## src/hdl/spt_pkg.sv

```systemverilog
`timescale 1ns / 1ps
`default_nettype none
package spt_pkg;

    localparam int TEX_WIDTH   = 64;
    localparam int TEX_HEIGHT  = 64;
    localparam int TEXEL_SCALE = 256;
    localparam int HALF_SCALE  = 128;
    localparam int TEXX_GAIN   = TEXEL_SCALE * TEX_WIDTH;

    localparam int DIV_W      = 64;
    localparam int CFG_IDX_W  = 3;
    localparam int CFG_DATA_W = 32;

    localparam logic OP_LOAD  = 1'b0;
    localparam logic OP_PIXEL = 1'b1;

    localparam logic [CFG_IDX_W-1:0] REG_PLAYER_POS_X   = 3'd0;
    localparam logic [CFG_IDX_W-1:0] REG_PLAYER_POS_Y   = 3'd1;
    localparam logic [CFG_IDX_W-1:0] REG_VIEW_DIR_X     = 3'd2;
    localparam logic [CFG_IDX_W-1:0] REG_VIEW_DIR_Y     = 3'd3;
    localparam logic [CFG_IDX_W-1:0] REG_CAMERA_PLANE_X = 3'd4;
    localparam logic [CFG_IDX_W-1:0] REG_CAMERA_PLANE_Y = 3'd5;
    localparam logic [CFG_IDX_W-1:0] REG_SCREEN_WIDTH   = 3'd6;
    localparam logic [CFG_IDX_W-1:0] REG_SCREEN_HEIGHT  = 3'd7;

    typedef struct packed {
        logic signed [31:0] player_pos_x;
        logic signed [31:0] player_pos_y;
        logic signed [17:0] view_dir_x;
        logic signed [17:0] view_dir_y;
        logic signed [17:0] camera_plane_x;
        logic signed [17:0] camera_plane_y;
        logic [12:0]        screen_width;
        logic [12:0]        screen_height;
    } cfg_t;

    typedef struct packed {
        logic               opcode;
        logic signed [31:0] sprite_pos_x;
        logic signed [31:0] sprite_pos_y;
        logic [11:0]        column;
        logic [11:0]        row;
        logic [30:0]        column_depth;
    } item_t;

    typedef struct packed {
        logic        visible;
        logic [11:0] box_left;
        logic [11:0] box_right;
        logic [11:0] box_top;
        logic [11:0] box_bottom;
        logic        draw_pixel;
        logic [7:0]  texel_x;
        logic [7:0]  texel_y;
    } result_t;

    typedef struct packed {
        logic             start;
        logic [DIV_W-1:0] dividend;
        logic [DIV_W-1:0] divisor;
    } div_req_t;

    typedef struct packed {
        logic             done;
        logic [DIV_W-1:0] quotient;
    } div_rsp_t;

    function automatic logic [12:0] eff_dim(input logic [12:0] v);
        logic [12:0] r;
        if (v == 13'd0) begin
            r = 13'd1;
        end else if (v > 13'd4096) begin
            r = 13'd4096;
        end else begin
            r = v;
        end
        return r;
    endfunction

    function automatic logic [DIV_W-1:0] mag64(input logic signed [DIV_W-1:0] v);
        logic [DIV_W-1:0] r;
        r = v[DIV_W-1] ? DIV_W'(-v) : DIV_W'(v);
        return r;
    endfunction

endpackage
`default_nettype wire

```

## src/hdl/spt_front.sv

```systemverilog
`timescale 1ns / 1ps
`default_nettype none
module spt_front (
    input  wire logic          aclk,
    input  wire logic          aresetn,
    input  wire logic          in_valid,
    output logic               in_ready,
    input  spt_pkg::item_t     in_item,
    output logic               q_valid,
    output spt_pkg::item_t     q_item,
    input  wire logic          q_pop
);
    import spt_pkg::*;

    item_t       mem_reg [2];
    logic        wr_ptr_reg;
    logic        rd_ptr_reg;
    logic [1:0]  count_reg;
    logic        push;
    logic        pop;

    assign in_ready = (count_reg != 2'd2);
    assign q_valid  = (count_reg != 2'd0);
    assign q_item   = mem_reg[rd_ptr_reg];
    assign push     = in_valid && in_ready;
    assign pop      = q_pop && q_valid;

    always_ff @(posedge aclk) begin
        if (push) begin
            mem_reg[wr_ptr_reg] <= in_item;
        end
    end

    always_ff @(posedge aclk) begin
        if (!aresetn) begin
            wr_ptr_reg <= 1'b0;
            rd_ptr_reg <= 1'b0;
            count_reg  <= 2'd0;
        end else begin
            if (push) begin
                wr_ptr_reg <= ~wr_ptr_reg;
            end
            if (pop) begin
                rd_ptr_reg <= ~rd_ptr_reg;
            end
            case ({push, pop})
                2'b10:   count_reg <= count_reg + 2'd1;
                2'b01:   count_reg <= count_reg - 2'd1;
                default: count_reg <= count_reg;
            endcase
        end
    end

endmodule
`default_nettype wire

```

## src/hdl/spt_div.sv

```systemverilog
`timescale 1ns / 1ps
`default_nettype none
module spt_div (
    input  wire logic         aclk,
    input  wire logic         aresetn,
    input  spt_pkg::div_req_t req,
    output spt_pkg::div_rsp_t rsp
);
    import spt_pkg::*;

    localparam int CNT_W = $clog2(DIV_W);

    logic [DIV_W-1:0] rem_reg;
    logic [DIV_W-1:0] quo_reg;
    logic [DIV_W-1:0] dsr_reg;
    logic [CNT_W-1:0] cnt_reg;
    logic             busy_reg;
    logic             done_reg;
    logic [DIV_W:0]   trial;
    logic [DIV_W:0]   shifted;

    assign shifted = {rem_reg, quo_reg[DIV_W-1]};
    assign trial   = shifted - {1'b0, dsr_reg};

    assign rsp.done     = done_reg;
    assign rsp.quotient = quo_reg;

    always_ff @(posedge aclk) begin
        if (req.start) begin
            rem_reg <= '0;
            quo_reg <= req.dividend;
            dsr_reg <= req.divisor;
        end else if (busy_reg) begin
            if (!trial[DIV_W]) begin
                rem_reg <= trial[DIV_W-1:0];
                quo_reg <= {quo_reg[DIV_W-2:0], 1'b1};
            end else begin
                rem_reg <= shifted[DIV_W-1:0];
                quo_reg <= {quo_reg[DIV_W-2:0], 1'b0};
            end
        end
    end

    always_ff @(posedge aclk) begin
        if (!aresetn) begin
            busy_reg <= 1'b0;
            done_reg <= 1'b0;
            cnt_reg  <= '0;
        end else begin
            done_reg <= 1'b0;
            if (req.start) begin
                busy_reg <= 1'b1;
                cnt_reg  <= '0;
            end else if (busy_reg) begin
                cnt_reg <= cnt_reg + CNT_W'(1);
                if (cnt_reg == CNT_W'(DIV_W - 1)) begin
                    busy_reg <= 1'b0;
                    done_reg <= 1'b1;
                end
            end
        end
    end

endmodule
`default_nettype wire

```

## src/hdl/spt_back.sv

```systemverilog
`timescale 1ns / 1ps
`default_nettype none
module spt_back (
    input  wire logic          aclk,
    input  wire logic          aresetn,
    input  spt_pkg::cfg_t      cfg,
    input  wire logic          q_valid,
    input  spt_pkg::item_t     q_item,
    output logic               q_pop,
    output spt_pkg::div_req_t  div_req,
    input  spt_pkg::div_rsp_t  div_rsp,
    output logic               m_valid,
    input  wire logic          m_ready,
    output spt_pkg::result_t   m_res
);
    import spt_pkg::*;

    typedef enum logic [4:0] {
        ST_IDLE, ST_M0, ST_M1, ST_M2, ST_M3, ST_M4, ST_M5, ST_M6, ST_M7,
        ST_DQ, ST_MC0, ST_MC1, ST_DC, ST_DH, ST_DW, ST_BOX,
        ST_QX, ST_DX, ST_DY, ST_DONE
    } state_t;

    state_t             state_reg;
    item_t              item_reg;
    logic signed [32:0] sx_reg;
    logic signed [32:0] sy_reg;
    logic signed [51:0] acc_reg;
    logic signed [20:0] det_reg;
    logic signed [51:0] tnx_reg;
    logic signed [51:0] tny_reg;
    logic signed [70:0] prod_reg;
    logic               neg_reg;
    logic [30:0]        cam_reg;
    logic signed [15:0] centre_reg;
    logic [15:0]        hh_reg;
    logic [15:0]        ww_reg;
    logic [11:0]        left_reg;
    logic [11:0]        right_reg;
    logic [11:0]        top_reg;
    logic [11:0]        bottom_reg;
    logic               draw_reg;
    logic [7:0]         texx_reg;
    logic [7:0]         texy_reg;
    div_req_t           div_req_reg;
    logic               m_valid_reg;
    result_t            m_res_reg;

    logic signed [17:0] mul_a;
    logic signed [52:0] mul_b;
    logic signed [70:0] mul_p;
    logic [12:0]        ws;
    logic [12:0]        hs;
    logic signed [51:0] tn_diff;
    logic signed [36:0] det_diff;
    logic [DIV_W-1:0]   qm;
    logic [30:0]        cam_sat;
    logic signed [15:0] centre_sat;
    logic [15:0]        size_sat;
    logic [7:0]         tex_sat;
    logic [15:0]        row_end_raw;
    logic [11:0]        row_end;
    logic signed [16:0] row_start_raw;
    logic [11:0]        row_start;
    logic signed [17:0] col_end_raw;
    logic [11:0]        col_end;
    logic signed [17:0] col_start_raw;
    logic [11:0]        col_start;
    logic               pix_go;
    logic               div_go;
    logic signed [18:0] col_off;
    logic signed [63:0] nx;
    logic signed [63:0] ny;

    assign ws       = eff_dim(cfg.screen_width);
    assign hs       = eff_dim(cfg.screen_height);
    assign mul_p    = mul_a * mul_b;
    assign tn_diff  = acc_reg - prod_reg[51:0];
    assign det_diff = $signed(acc_reg[36:0]) - $signed(prod_reg[36:0]);
    assign qm       = div_rsp.quotient;

    always_comb begin
        mul_a = '0;
        mul_b = '0;
        case (state_reg)
            ST_M0: begin
                mul_a = cfg.camera_plane_x;
                mul_b = 53'(cfg.view_dir_y);
            end
            ST_M1: begin
                mul_a = cfg.view_dir_x;
                mul_b = 53'(cfg.camera_plane_y);
            end
            ST_M2: begin
                mul_a = cfg.view_dir_y;
                mul_b = 53'(sx_reg);
            end
            ST_M3: begin
                mul_a = cfg.view_dir_x;
                mul_b = 53'(sy_reg);
            end
            ST_M4: begin
                mul_a = cfg.camera_plane_x;
                mul_b = 53'(sy_reg);
            end
            ST_M5: begin
                mul_a = cfg.camera_plane_y;
                mul_b = 53'(sx_reg);
            end
            ST_MC0: begin
                mul_a = $signed({6'd0, ws[12:1]});
                mul_b = 53'(tnx_reg) + 53'(tny_reg);
            end
            default: begin
                mul_a = '0;
                mul_b = '0;
            end
        endcase
    end

    always_comb begin
        cam_sat = (|qm[DIV_W-1:31]) ? 31'h7FFF_FFFF : qm[30:0];
        if (neg_reg) begin
            centre_sat = (|qm[DIV_W-1:16] || qm[15:0] > 16'h8000) ?
                         16'sh8000 : $signed(16'(-qm[15:0]));
        end else begin
            centre_sat = (|qm[DIV_W-1:15]) ? 16'sh7FFF : $signed(qm[15:0]);
        end
        size_sat = (|qm[DIV_W-1:16]) ? 16'hFFFF : qm[15:0];
        tex_sat  = neg_reg ? 8'd0 : ((|qm[DIV_W-1:16]) ? 8'hFF : qm[15:8]);
    end

    always_comb begin
        row_end_raw   = 16'(hh_reg[15:1]) + 16'(hs[12:1]);
        row_end       = (row_end_raw > 16'(hs - 13'd1)) ? 12'(hs - 13'd1) :
                        row_end_raw[11:0];
        row_start_raw = $signed({5'd0, hs[12:1]}) - $signed({2'd0, hh_reg[15:1]});
        if (row_start_raw < 0) begin
            row_start = 12'd0;
        end else if (row_start_raw > $signed({5'd0, row_end})) begin
            row_start = row_end;
        end else begin
            row_start = row_start_raw[11:0];
        end
        col_end_raw = 18'(centre_reg) + $signed({3'd0, ww_reg[15:1]});
        if (col_end_raw < 0) begin
            col_end = 12'd0;
        end else if (col_end_raw > $signed({5'd0, ws - 13'd1})) begin
            col_end = 12'(ws - 13'd1);
        end else begin
            col_end = col_end_raw[11:0];
        end
        col_start_raw = 18'(centre_reg) - $signed({3'd0, ww_reg[15:1]});
        if (col_start_raw < 0) begin
            col_start = 12'd0;
        end else if (col_start_raw > $signed({6'd0, col_end})) begin
            col_start = col_end;
        end else begin
            col_start = col_start_raw[11:0];
        end
    end

    always_comb begin
        pix_go = (item_reg.column >= left_reg) && (item_reg.column < right_reg) &&
                 (item_reg.row >= top_reg) && (item_reg.row < bottom_reg) &&
                 (cam_reg != 31'd0) && (item_reg.column != 12'd0) &&
                 ({1'b0, item_reg.column} < ws) &&
                 (cam_reg < item_reg.column_depth) &&
                 (ww_reg != 16'd0) && (hh_reg != 16'd0);
        col_off = $signed({7'd0, item_reg.column}) - 19'(col_start_raw);
        nx = 64'(col_off) * 64'(TEXX_GAIN);
        ny = (64'($signed({1'b0, item_reg.row})) * 64'(TEXEL_SCALE)
              - 64'($signed({1'b0, hs})) * 64'(HALF_SCALE)
              + 64'($signed({1'b0, hh_reg})) * 64'(HALF_SCALE)) * 64'(TEX_HEIGHT);
    end

    always_comb begin
        case (state_reg) inside
            ST_M7:               div_go = (det_reg != 21'sd0);
            ST_MC1:              div_go = 1'b1;
            ST_DC, ST_DH, ST_DX: div_go = div_rsp.done;
            ST_QX:               div_go = pix_go;
            default:             div_go = 1'b0;
        endcase
    end

    assign q_pop   = (state_reg == ST_IDLE) && q_valid;
    assign div_req = div_req_reg;
    assign m_valid = m_valid_reg;
    assign m_res   = m_res_reg;

    always_ff @(posedge aclk) begin
        prod_reg <= mul_p;
    end

    always_ff @(posedge aclk) begin
        if (!aresetn) begin
            state_reg         <= ST_IDLE;
            div_req_reg.start <= 1'b0;
            m_valid_reg       <= 1'b0;
            cam_reg           <= '0;
            centre_reg        <= '0;
            hh_reg            <= '0;
            ww_reg            <= '0;
            left_reg          <= '0;
            right_reg         <= '0;
            top_reg           <= '0;
            bottom_reg        <= '0;
        end else begin
            div_req_reg.start <= div_go;
            if (m_valid_reg && m_ready && (state_reg != ST_DONE)) begin
                m_valid_reg <= 1'b0;
            end
            unique case (state_reg)
                ST_IDLE: begin
                    if (q_valid) begin
                        item_reg <= q_item;
                        sx_reg   <= 33'(q_item.sprite_pos_x) - 33'(cfg.player_pos_x);
                        sy_reg   <= 33'(q_item.sprite_pos_y) - 33'(cfg.player_pos_y);
                        draw_reg <= 1'b0;
                        texx_reg <= 8'd0;
                        texy_reg <= 8'd0;
                        state_reg <= (q_item.opcode == OP_LOAD) ? ST_M0 : ST_QX;
                    end
                end
                ST_M0: state_reg <= ST_M1;
                ST_M1: begin
                    acc_reg   <= prod_reg[51:0];
                    state_reg <= ST_M2;
                end
                ST_M2: begin
                    det_reg   <= det_diff[36:16];
                    state_reg <= ST_M3;
                end
                ST_M3: begin
                    acc_reg   <= prod_reg[51:0];
                    state_reg <= ST_M4;
                end
                ST_M4: begin
                    tnx_reg   <= tn_diff;
                    state_reg <= ST_M5;
                end
                ST_M5: begin
                    acc_reg   <= prod_reg[51:0];
                    state_reg <= ST_M6;
                end
                ST_M6: begin
                    tny_reg   <= tn_diff;
                    state_reg <= ST_M7;
                end
                ST_M7: begin
                    if (det_reg == 21'sd0) begin
                        cam_reg    <= '0;
                        centre_reg <= '0;
                        hh_reg     <= '0;
                        ww_reg     <= '0;
                        left_reg   <= '0;
                        right_reg  <= '0;
                        top_reg    <= '0;
                        bottom_reg <= '0;
                        state_reg  <= ST_DONE;
                    end else begin
                        div_req_reg.dividend <= mag64(64'(tny_reg));
                        div_req_reg.divisor  <= mag64(64'(det_reg));
                        neg_reg   <= tny_reg[51] ^ det_reg[20];
                        state_reg <= ST_DQ;
                    end
                end
                ST_DQ: begin
                    if (div_rsp.done) begin
                        if (neg_reg || qm == '0) begin
                            cam_reg    <= '0;
                            centre_reg <= '0;
                            hh_reg     <= '0;
                            ww_reg     <= '0;
                            left_reg   <= '0;
                            right_reg  <= '0;
                            top_reg    <= '0;
                            bottom_reg <= '0;
                            state_reg  <= ST_DONE;
                        end else begin
                            cam_reg   <= cam_sat;
                            state_reg <= ST_MC0;
                        end
                    end
                end
                ST_MC0: state_reg <= ST_MC1;
                ST_MC1: begin
                    div_req_reg.dividend <= mag64($signed(prod_reg[63:0]));
                    div_req_reg.divisor  <= mag64(64'(tny_reg));
                    neg_reg   <= prod_reg[63] ^ tny_reg[51];
                    state_reg <= ST_DC;
                end
                ST_DC: begin
                    if (div_rsp.done) begin
                        centre_reg           <= centre_sat;
                        div_req_reg.dividend <= {35'd0, hs, 16'd0};
                        div_req_reg.divisor  <= {33'd0, cam_reg};
                        neg_reg   <= 1'b0;
                        state_reg <= ST_DH;
                    end
                end
                ST_DH: begin
                    if (div_rsp.done) begin
                        hh_reg               <= size_sat;
                        div_req_reg.dividend <= {35'd0, ws, 16'd0};
                        div_req_reg.divisor  <= {33'd0, cam_reg};
                        state_reg <= ST_DW;
                    end
                end
                ST_DW: begin
                    if (div_rsp.done) begin
                        ww_reg    <= size_sat;
                        state_reg <= ST_BOX;
                    end
                end
                ST_BOX: begin
                    top_reg    <= row_start;
                    bottom_reg <= row_end;
                    left_reg   <= col_start;
                    right_reg  <= col_end;
                    state_reg  <= ST_DONE;
                end
                ST_QX: begin
                    if (pix_go) begin
                        div_req_reg.dividend <= mag64(nx);
                        div_req_reg.divisor  <= {48'd0, ww_reg};
                        neg_reg   <= nx[63];
                        state_reg <= ST_DX;
                    end else begin
                        state_reg <= ST_DONE;
                    end
                end
                ST_DX: begin
                    if (div_rsp.done) begin
                        texx_reg             <= tex_sat;
                        div_req_reg.dividend <= mag64(ny);
                        div_req_reg.divisor  <= {48'd0, hh_reg};
                        neg_reg   <= ny[63];
                        state_reg <= ST_DY;
                    end
                end
                ST_DY: begin
                    if (div_rsp.done) begin
                        texy_reg  <= tex_sat;
                        draw_reg  <= 1'b1;
                        state_reg <= ST_DONE;
                    end
                end
                ST_DONE: begin
                    if (!m_valid_reg || m_ready) begin
                        m_valid_reg          <= 1'b1;
                        m_res_reg.visible    <= (cam_reg != 31'd0);
                        m_res_reg.box_left   <= left_reg;
                        m_res_reg.box_right  <= right_reg;
                        m_res_reg.box_top    <= top_reg;
                        m_res_reg.box_bottom <= bottom_reg;
                        m_res_reg.draw_pixel <= draw_reg;
                        m_res_reg.texel_x    <= texx_reg;
                        m_res_reg.texel_y    <= texy_reg;
                        state_reg            <= ST_IDLE;
                    end
                end
                default: state_reg <= ST_IDLE;
            endcase
        end
    end

endmodule
`default_nettype wire

```

## src/hdl/sprite_projection_texcoord_core.sv

```systemverilog
// A load transaction takes seven multiplies and four divisions, and stops early if
// the sprite turns out hidden; a pixel transaction takes two divisions, none if not
// drawn. The back end handles one transaction at a time and takes no new one before
// the last is through; every division goes to the shared radix-2 divider.
// Reset: synchronous active-low aresetn restores the camera registers and
// clears the kept sprite, the queue and the output valid.
`timescale 1ns / 1ps
`default_nettype none
module sprite_projection_texcoord_core (
    input  wire logic                            aclk,
    input  wire logic                            aresetn,
    input  wire logic                            cfg_wr_en,
    input  wire logic [spt_pkg::CFG_IDX_W-1:0]   cfg_wr_index,
    input  wire logic [spt_pkg::CFG_DATA_W-1:0]  cfg_wr_data,
    input  wire logic                            s_valid,
    output logic                                 s_ready,
    input  wire logic                            s_opcode,
    input  wire logic signed [31:0]              s_sprite_pos_x,
    input  wire logic signed [31:0]              s_sprite_pos_y,
    input  wire logic [11:0]                     s_column,
    input  wire logic [11:0]                     s_row,
    input  wire logic [30:0]                     s_column_depth,
    output logic                                 m_valid,
    input  wire logic                            m_ready,
    output logic                                 m_visible,
    output logic [11:0]                          m_box_left,
    output logic [11:0]                          m_box_right,
    output logic [11:0]                          m_box_top,
    output logic [11:0]                          m_box_bottom,
    output logic                                 m_draw_pixel,
    output logic [7:0]                           m_texel_x,
    output logic [7:0]                           m_texel_y
);
    import spt_pkg::*;

    cfg_t     cfg_reg;
    item_t    in_item;
    item_t    q_item;
    logic     q_valid;
    logic     q_pop;
    div_req_t div_req;
    div_rsp_t div_rsp;
    result_t  res;

    always_ff @(posedge aclk) begin
        if (!aresetn) begin
            cfg_reg.player_pos_x   <= 32'sd0;
            cfg_reg.player_pos_y   <= 32'sd0;
            cfg_reg.view_dir_x     <= 18'sd65536;
            cfg_reg.view_dir_y     <= 18'sd0;
            cfg_reg.camera_plane_x <= 18'sd0;
            cfg_reg.camera_plane_y <= 18'sd43254;
            cfg_reg.screen_width   <= 13'd640;
            cfg_reg.screen_height  <= 13'd480;
        end else if (cfg_wr_en) begin
            unique case (cfg_wr_index)
                REG_PLAYER_POS_X:   cfg_reg.player_pos_x   <= $signed(cfg_wr_data);
                REG_PLAYER_POS_Y:   cfg_reg.player_pos_y   <= $signed(cfg_wr_data);
                REG_VIEW_DIR_X:     cfg_reg.view_dir_x     <= $signed(cfg_wr_data[17:0]);
                REG_VIEW_DIR_Y:     cfg_reg.view_dir_y     <= $signed(cfg_wr_data[17:0]);
                REG_CAMERA_PLANE_X: cfg_reg.camera_plane_x <= $signed(cfg_wr_data[17:0]);
                REG_CAMERA_PLANE_Y: cfg_reg.camera_plane_y <= $signed(cfg_wr_data[17:0]);
                REG_SCREEN_WIDTH:   cfg_reg.screen_width   <= cfg_wr_data[12:0];
                REG_SCREEN_HEIGHT:  cfg_reg.screen_height  <= cfg_wr_data[12:0];
                default:            cfg_reg <= cfg_reg;
            endcase
        end
    end

    assign in_item.opcode       = s_opcode;
    assign in_item.sprite_pos_x = s_sprite_pos_x;
    assign in_item.sprite_pos_y = s_sprite_pos_y;
    assign in_item.column       = s_column;
    assign in_item.row          = s_row;
    assign in_item.column_depth = s_column_depth;

    spt_front u_front (
        .aclk     (aclk),
        .aresetn  (aresetn),
        .in_valid (s_valid),
        .in_ready (s_ready),
        .in_item  (in_item),
        .q_valid  (q_valid),
        .q_item   (q_item),
        .q_pop    (q_pop)
    );

    spt_div u_div (
        .aclk    (aclk),
        .aresetn (aresetn),
        .req     (div_req),
        .rsp     (div_rsp)
    );

    spt_back u_back (
        .aclk    (aclk),
        .aresetn (aresetn),
        .cfg     (cfg_reg),
        .q_valid (q_valid),
        .q_item  (q_item),
        .q_pop   (q_pop),
        .div_req (div_req),
        .div_rsp (div_rsp),
        .m_valid (m_valid),
        .m_ready (m_ready),
        .m_res   (res)
    );

    assign m_visible    = res.visible;
    assign m_box_left   = res.box_left;
    assign m_box_right  = res.box_right;
    assign m_box_top    = res.box_top;
    assign m_box_bottom = res.box_bottom;
    assign m_draw_pixel = res.draw_pixel;
    assign m_texel_x    = res.texel_x;
    assign m_texel_y    = res.texel_y;

endmodule
`default_nettype wire

```

## config.mk

```make
export PLATFORM = sky130hd
export DESIGN_NAME = sprite_projection_texcoord_core
export DESIGN_NICKNAME = d
export VERILOG_FILES = /design/src/hdl/spt_pkg.sv /design/src/hdl/spt_front.sv /design/src/hdl/spt_div.sv /design/src/hdl/spt_back.sv /design/src/hdl/sprite_projection_texcoord_core.sv
export SDC_FILE = /design/constraint.sdc
export NUM_CORES = 2
export LEC_CHECK = 0
export ABC_AREA = 1
export BUFFER_PORTS_ARGS = -buffer_cell sky130_fd_sc_hd__buf_2
export CORE_ASPECT_RATIO = 2
export CORE_MARGIN = 10
export CORE_UTILIZATION = 45
export CTS_BUF_LIST = sky130_fd_sc_hd__clkbuf_4
export DETAILED_ROUTE_END_ITERATION = 8
export SLEW_MARGIN = 40
export SYNTH_ARGS = -nofsm -noshare
export SYNTH_HDL_FRONTEND = slang
export SYNTH_SLANG_ARGS = --single-unit
```

## constraint.sdc

```tcl
create_clock -name aclk -period 30.7 [get_ports aclk]
set_input_delay 3.07 -clock aclk [delete_from_list [all_inputs] [get_ports aclk]]
set_output_delay 3.07 -clock aclk [all_outputs]
set_load 0.005 [all_outputs]
```

# Yosys cells after proc, flatten, opt, wreduce, memory -nomap -nowiden
# Memory sizes are Yosys's and may differ from the RTL's. A register that Yosys moved wholly into a read port is not among the register bits.
# Cells that the tools add are included.
# word_totals
reg_bits	1074
latch_bits	0
ramBits	240
mem_bits_ro	0
in_bits	160
out_inout_bits	68
wordCells	315
memories	1
# memory_table
memory	depth	word_bits	read_ports	rd_clocked_by_memory_dff	wr	line	rtl
u_front.mem_reg	2	120	1	1	1	spt_front.sv:15	item_t mem_reg [2];
# classes
add_sub_neg	25
n_mul	1
n_div	0
order_cmp	16
eq_ne	43
shift	0
muxes	95
n_bitwise	6
n_reduce_logical	76
# ops
op	n
128-bit one-hot mux with 6 select lines	1
128-bit 2-to-1 mux	5
64-bit 2-to-1 mux	8
53-bit one-hot mux with 5 select lines	1
16-bit 2-to-1 mux	9
12-bit one-hot mux with 3 select lines	4
16-bit one-hot mux with 3 select lines	3
64-bit negator	2
31-bit 2-to-1 mux	4
12-bit 2-to-1 mux	10
5-bit one-hot mux with 20 select lines	1
18-bit one-hot mux with 5 select lines	1
32-bit by 32-bit subtractor with 33-bit output	2
65-bit by 64-bit subtractor with 65-bit output	1
64-bit zero test	1
18-bit by 53-bit multiplier with 64-bit output	1
21-bit negator with 64-bit output	1
33-bit negator with 64-bit output	1
52-bit negator with 64-bit output	1
31-bit one-hot mux with 2 select lines	1
58-bit by 24-bit adder with 58-bit output	1
5-bit 2-to-1 mux	11
52-bit by 52-bit adder with 53-bit output	1
13-bit 2-to-1 mux	4
other kinds (77)	187

# Depth between registers and ports, before layout
# logic_depth
word_depth	14
mapped_depth	51
mapped_depth_nobuf	49

# Hierarchy
# Synthesis repeated with hierarchy kept, for this count alone.
# unflattened
hier_cells	13452
hier_area_um2	108517.8
# modules_own_cells
mod	instances	cells_each	area_each_um2	seq_area_each_um2
spt_back	1	9843	78590.4	19278.5
spt_div	1	2288	14602.8	5285.1
spt_front	1	409	8927.3	7307.0
sprite_projection_texcoord_core	1	912	6397.4	3243.1

# Worst setup path before layout
# OpenSTA, ideal clock, no wires.
# synth_timing
kind	input to register
start	in aresetn
end	reg u_back.div_req_reg, in the netlist u_back.div_req[0], enable pin
setup_ns	0.772
arrival_ns	12.161
t_required_ns	29.928
path_slack_ns	17.767
path_stages	3
path_buffers	1
cell_sequence	clkbuf_1 > o21ai_0 > nor3_1
# synth_via
elab_chain_cells	1
# synth_rtl
item	line	rtl
start, declared	sprite_projection_texcoord_core.sv:11	input wire logic aresetn,
7-bit AND reduction (no source line)	n/a	
end, declared	spt_back.sv:45	div_req_t div_req_reg;
# Every way passes these cells.
# A chain may end at the register's enable or synchronous reset.

# Final worst setup path
# layout_timing
start	reg u_back.tny_reg[33]
end	reg u_back.prod_reg[60]
# layout_via
elab_chain_cells	3
# layout_rtl
item	line	rtl
start, declared	spt_back.sv:31	logic signed [51:0] tny_reg;
start signal, assigned	spt_back.sv:248	tny_reg <= tn_diff;
52-bit by 52-bit adder with 53-bit output	spt_back.sv:112	mul_b = 53'(tnx_reg) + 53'(tny_reg);
53-bit one-hot mux with 5 select lines	spt_back.sv:85	case (state_reg)
18-bit by 53-bit multiplier with 64-bit output	spt_back.sv:77	assign mul_p = mul_a * mul_b;
named net u_back.mul_p[60]	spt_back.sv:51	logic signed [70:0] mul_p;
end signal, assigned	spt_back.sv:193	prod_reg <= mul_p;
end, declared	spt_back.sv:32	logic signed [70:0] prod_reg;
# The timed path passes the listed nets, and every way through them passes these cells.

==> flow_metrics.tcl <==
set metrics [dict create \
    status "complete, no violations" \
    rr_worst_depth 36 \
    post-place-ws_ns 20.34 \
    core.rowCount 250 \
    viasPerCell 5.55 \
    ys_seq_area_share_pct 33.4 \
    ir_worst_vdd_mv 0.0472 \
    nets 14800 \
    synth_edf_count 878 \
    start_kind "register" \
    crit_type "register to register" \
    fin_ws_ns 19.98 \
    io_pins 228 \
    first_pass_iters 7 \
    regArea_um2 35100 \
    yosysWarnings 0 \
    area_delta_synth_final_pct 9.03 \
    post_cts_resized 0 \
    power_leakage_nw 52.2 \
    dieArea_um2 254000 \
    fin_cells 16400 \
    grt_pass1_vias 97000 \
    root_buffer "clkbuf_4" \
    multiInputGateArea_um2 59800 \
    initial_utilization_pct 45.2 \
    htreeDepth 5 \
    clk_latency_ns 1.40 \
    clock.fmax_ghz 0.0932 \
    drtIter0Drc 6485 \
    vias 91300 \
    synth_flop_cell "edfxtp_1" \
    endpoint_kind "register" \
    report.final.hold_viol_count 0 \
    hpwlAfterDp_mm 342 \
    tightest_slew_ns 0.974 \
    synthArstFlopShare_pct 0 \
    grt.overflow.total 0 \
    cp_max_fo 8 \
    post-route-period-util_pct 34.9 \
    synth_cells 12800 \
    cts_num_sinks 1315 \
    grt_max_degree 209 \
    powerDensity_nw_per_um2 51.5 \
    slew_headroom_pct 35.0 \
    clockBufferDepth 4 \
    postCtsSetupBuffers 0 \
    endpoint "u_back.prod_reg[60]$_DFF_P_" \
    drive_gt1_share_pct 8.12 \
    drtAntennaViolNets 0 \
    period_needed_ns 10.72 \
    crit_arrival_ns 11.83 \
    fillers 22800 \
    grt_pass1_wl_mm 623 \
    cts_hold_buf 0 \
    io_buffers 227 \
    synth_top_area_share_pct 25.1 \
    drc_errors 0 \
    antenna_found_initial 24 \
    r2r_end "u_back.prod_reg[60]$_DFF_P_" \
    place.gp.congestion 1.07 \
    synthMostInstantiatedCell "nand2_1" \
    drt_wl_total_mm 427 \
    hp-class "register to register" \
    rsz0062_at_grt "no" \
    critPathMaxStageDelay_ns 0.64 \
    synth_largest_area_cell "edfxtp_1" \
    core_area_um2 232000 \
    skew_ns 0.182 \
    clkTransAtPathRegs_ns 0.07 \
    maxSlewViolCount 0 \
    dieWidth_um 362 \
    crit_path_start "u_back.tny_reg[33]$_DFFE_PP_" \
    maxCapViolations 0 \
    cts_tree "done" \
    timing.setup.tns_ns 0 \
    synth_area_per_cell_um2 8.19 \
    ys_ff_latch 1315 \
    slowest_stage "nor3_1" \
    grtUsageTotal_pct 33.3 \
    synth_area_leaders "edfxtp_1 (25%), fa_1 (16%), nand2_1 (9.9%)" \
    syn_area_um2 105000 \
    ff2ff_setup_slack_ns 19.98 \
    r2r-start "u_back.tny_reg[33]$_DFFE_PP_" \
    synthTopCellsByCount "nand2_1 (2781), inv_1 (2343), nor2_1 (1122), a21oi_1 (923), edfxtp_1 (878)" \
    largest_reg_flops 240 \
    drt-wirelength-per-cell_um 26.0 \
    dieHeight_um 703 \
    cts_buffers 329 \
    setup-violations-final 0 \
    dpl.cell_count 15800 \
    required_ns 31.80 \
    ys_types 76 \
]
==> layout make-up <==
cell class | instances | share of cell area (%)
diodes | 19 | 0.0415
clock buffers | 489 | 3.21
clock inverters | 101 | 0.714
inverters | 2381 | 7.83
multi-input cells | 8745 | 52.2
flip-flops and latches | 1315 | 30.7
well taps | 3024 | 3.30
repair buffers | 374 | 2.00
==> metal layers <==
layer | track usage [%] | vias to the layer above | routed length [um]
met3 | 4.93 | 1601 | 20600
met4 | 32.0 | 18 | 49900
met5 | 0 | - | 117
met2 | 62.0 | 3649 | 224000
li1 | - | 42000 | -
met1 | 30.5 | 44100 | 133000
==> per-stage QoR <==
step / utilization (%) / power (W) / cell area [um^2] / hold slack, ns
2_1_floorplan: - / 0.00352 / 105000 / 0.400
3_3_place_gp: 47.2 / 0.00420 / 110000 / 0.401
3_5_place_dp: 47.3 / 0.00423 / 110000 / 0.405
4_1_cts: 49.3 / 0.00591 / 114000 / 0.330
5_1_grt: 49.3 / 0.00621 / 114000 / 0.319
6_report: 49.3 / 0.00589 / 114000 / 0.332
==> cells by family after synthesis <==
family          Yosys count  synth area share (%)
flops                  1315                  33.4
mux                       3                0.0286
other cells               2               0.00715
simple gates           4702                  18.2
fa+ha+maj              1472                  23.5
xor+xnor                398                  3.33
buf+inv                2774                  10.0
compound gates         2155                  11.5
==> power by group <==
part	leakage, nW	switching [W]	internal, W	total [W]
registers	11.6	0.000163	0.00219	0.00235
logic	37.9	0.00136	0.000526	0.00188
clock network	2.65	0.000808	0.000851	0.00166
==> worst max-delay path, delay by kind of cell, from the launching register on <==
| kind | cells | cell delay [ns] |
|---|---|---|
| buffers and inverters | 6 | 0.63 |
| AOI/OAI and AO/OA | 5 | 0.91 |
| adders and majority gates | 8 | 3.97 |
| and+or+nand+nor | 16 | 4.36 |
| DFF | 1 | 0.50 |
| xor gates and xnor gates | 1 | 0.19 |
==> cells in the final DEF, fill, tap and decap left out, types with 34 or more instances in the layout <==
master	instances
dfxtp_1	429
ha_1	635
nor4_1	70
o21ai_1	49
nor3_1	128
o211ai_1	80
o21a_1	34
o21bai_1	36
fa_1	837
nor2_1	1109
edfxtp_1	878
nand2_1	2771
clkbuf_4	492
a21o_1	41
xnor2_1	117
a21oi_1	921
o21ai_0	715
clkinv_1	70
buf_2	230
buf_4	133
nand4_1	93
nand3_1	395
a31oi_1	53
xor2_1	279
or2_2	35
inv_1	2331
==> worst min-delay path by stage <==
stage	depth (start not counted)	slack, ns	from	end
2_1_floorplan	0	0.40	u_back.texy_reg[0]$_SDFFCE_PN0P_	u_back.m_res[0]$_DFFE_PP_
6_report	0	0.33	u_back.div_req[29]$_DFFE_PP_	u_div.dsr_reg[29]$_DFFE_PP_
3_5_place_dp	0	0.41	u_back.texy_reg[5]$_SDFFCE_PN0P_	u_back.m_res[5]$_DFFE_PP_
4_1_cts	0	0.33	u_back.div_req[29]$_DFFE_PP_	u_div.dsr_reg[29]$_DFFE_PP_
3_3_place_gp	0	0.40	u_back.div_req[56]$_DFFE_PP_	u_div.dsr_reg[56]$_DFFE_PP_
5_1_grt	0	0.32	u_back.div_req[29]$_DFFE_PP_	u_div.dsr_reg[29]$_DFFE_PP_
No activity file was read; power rests on OpenSTA's default activity.
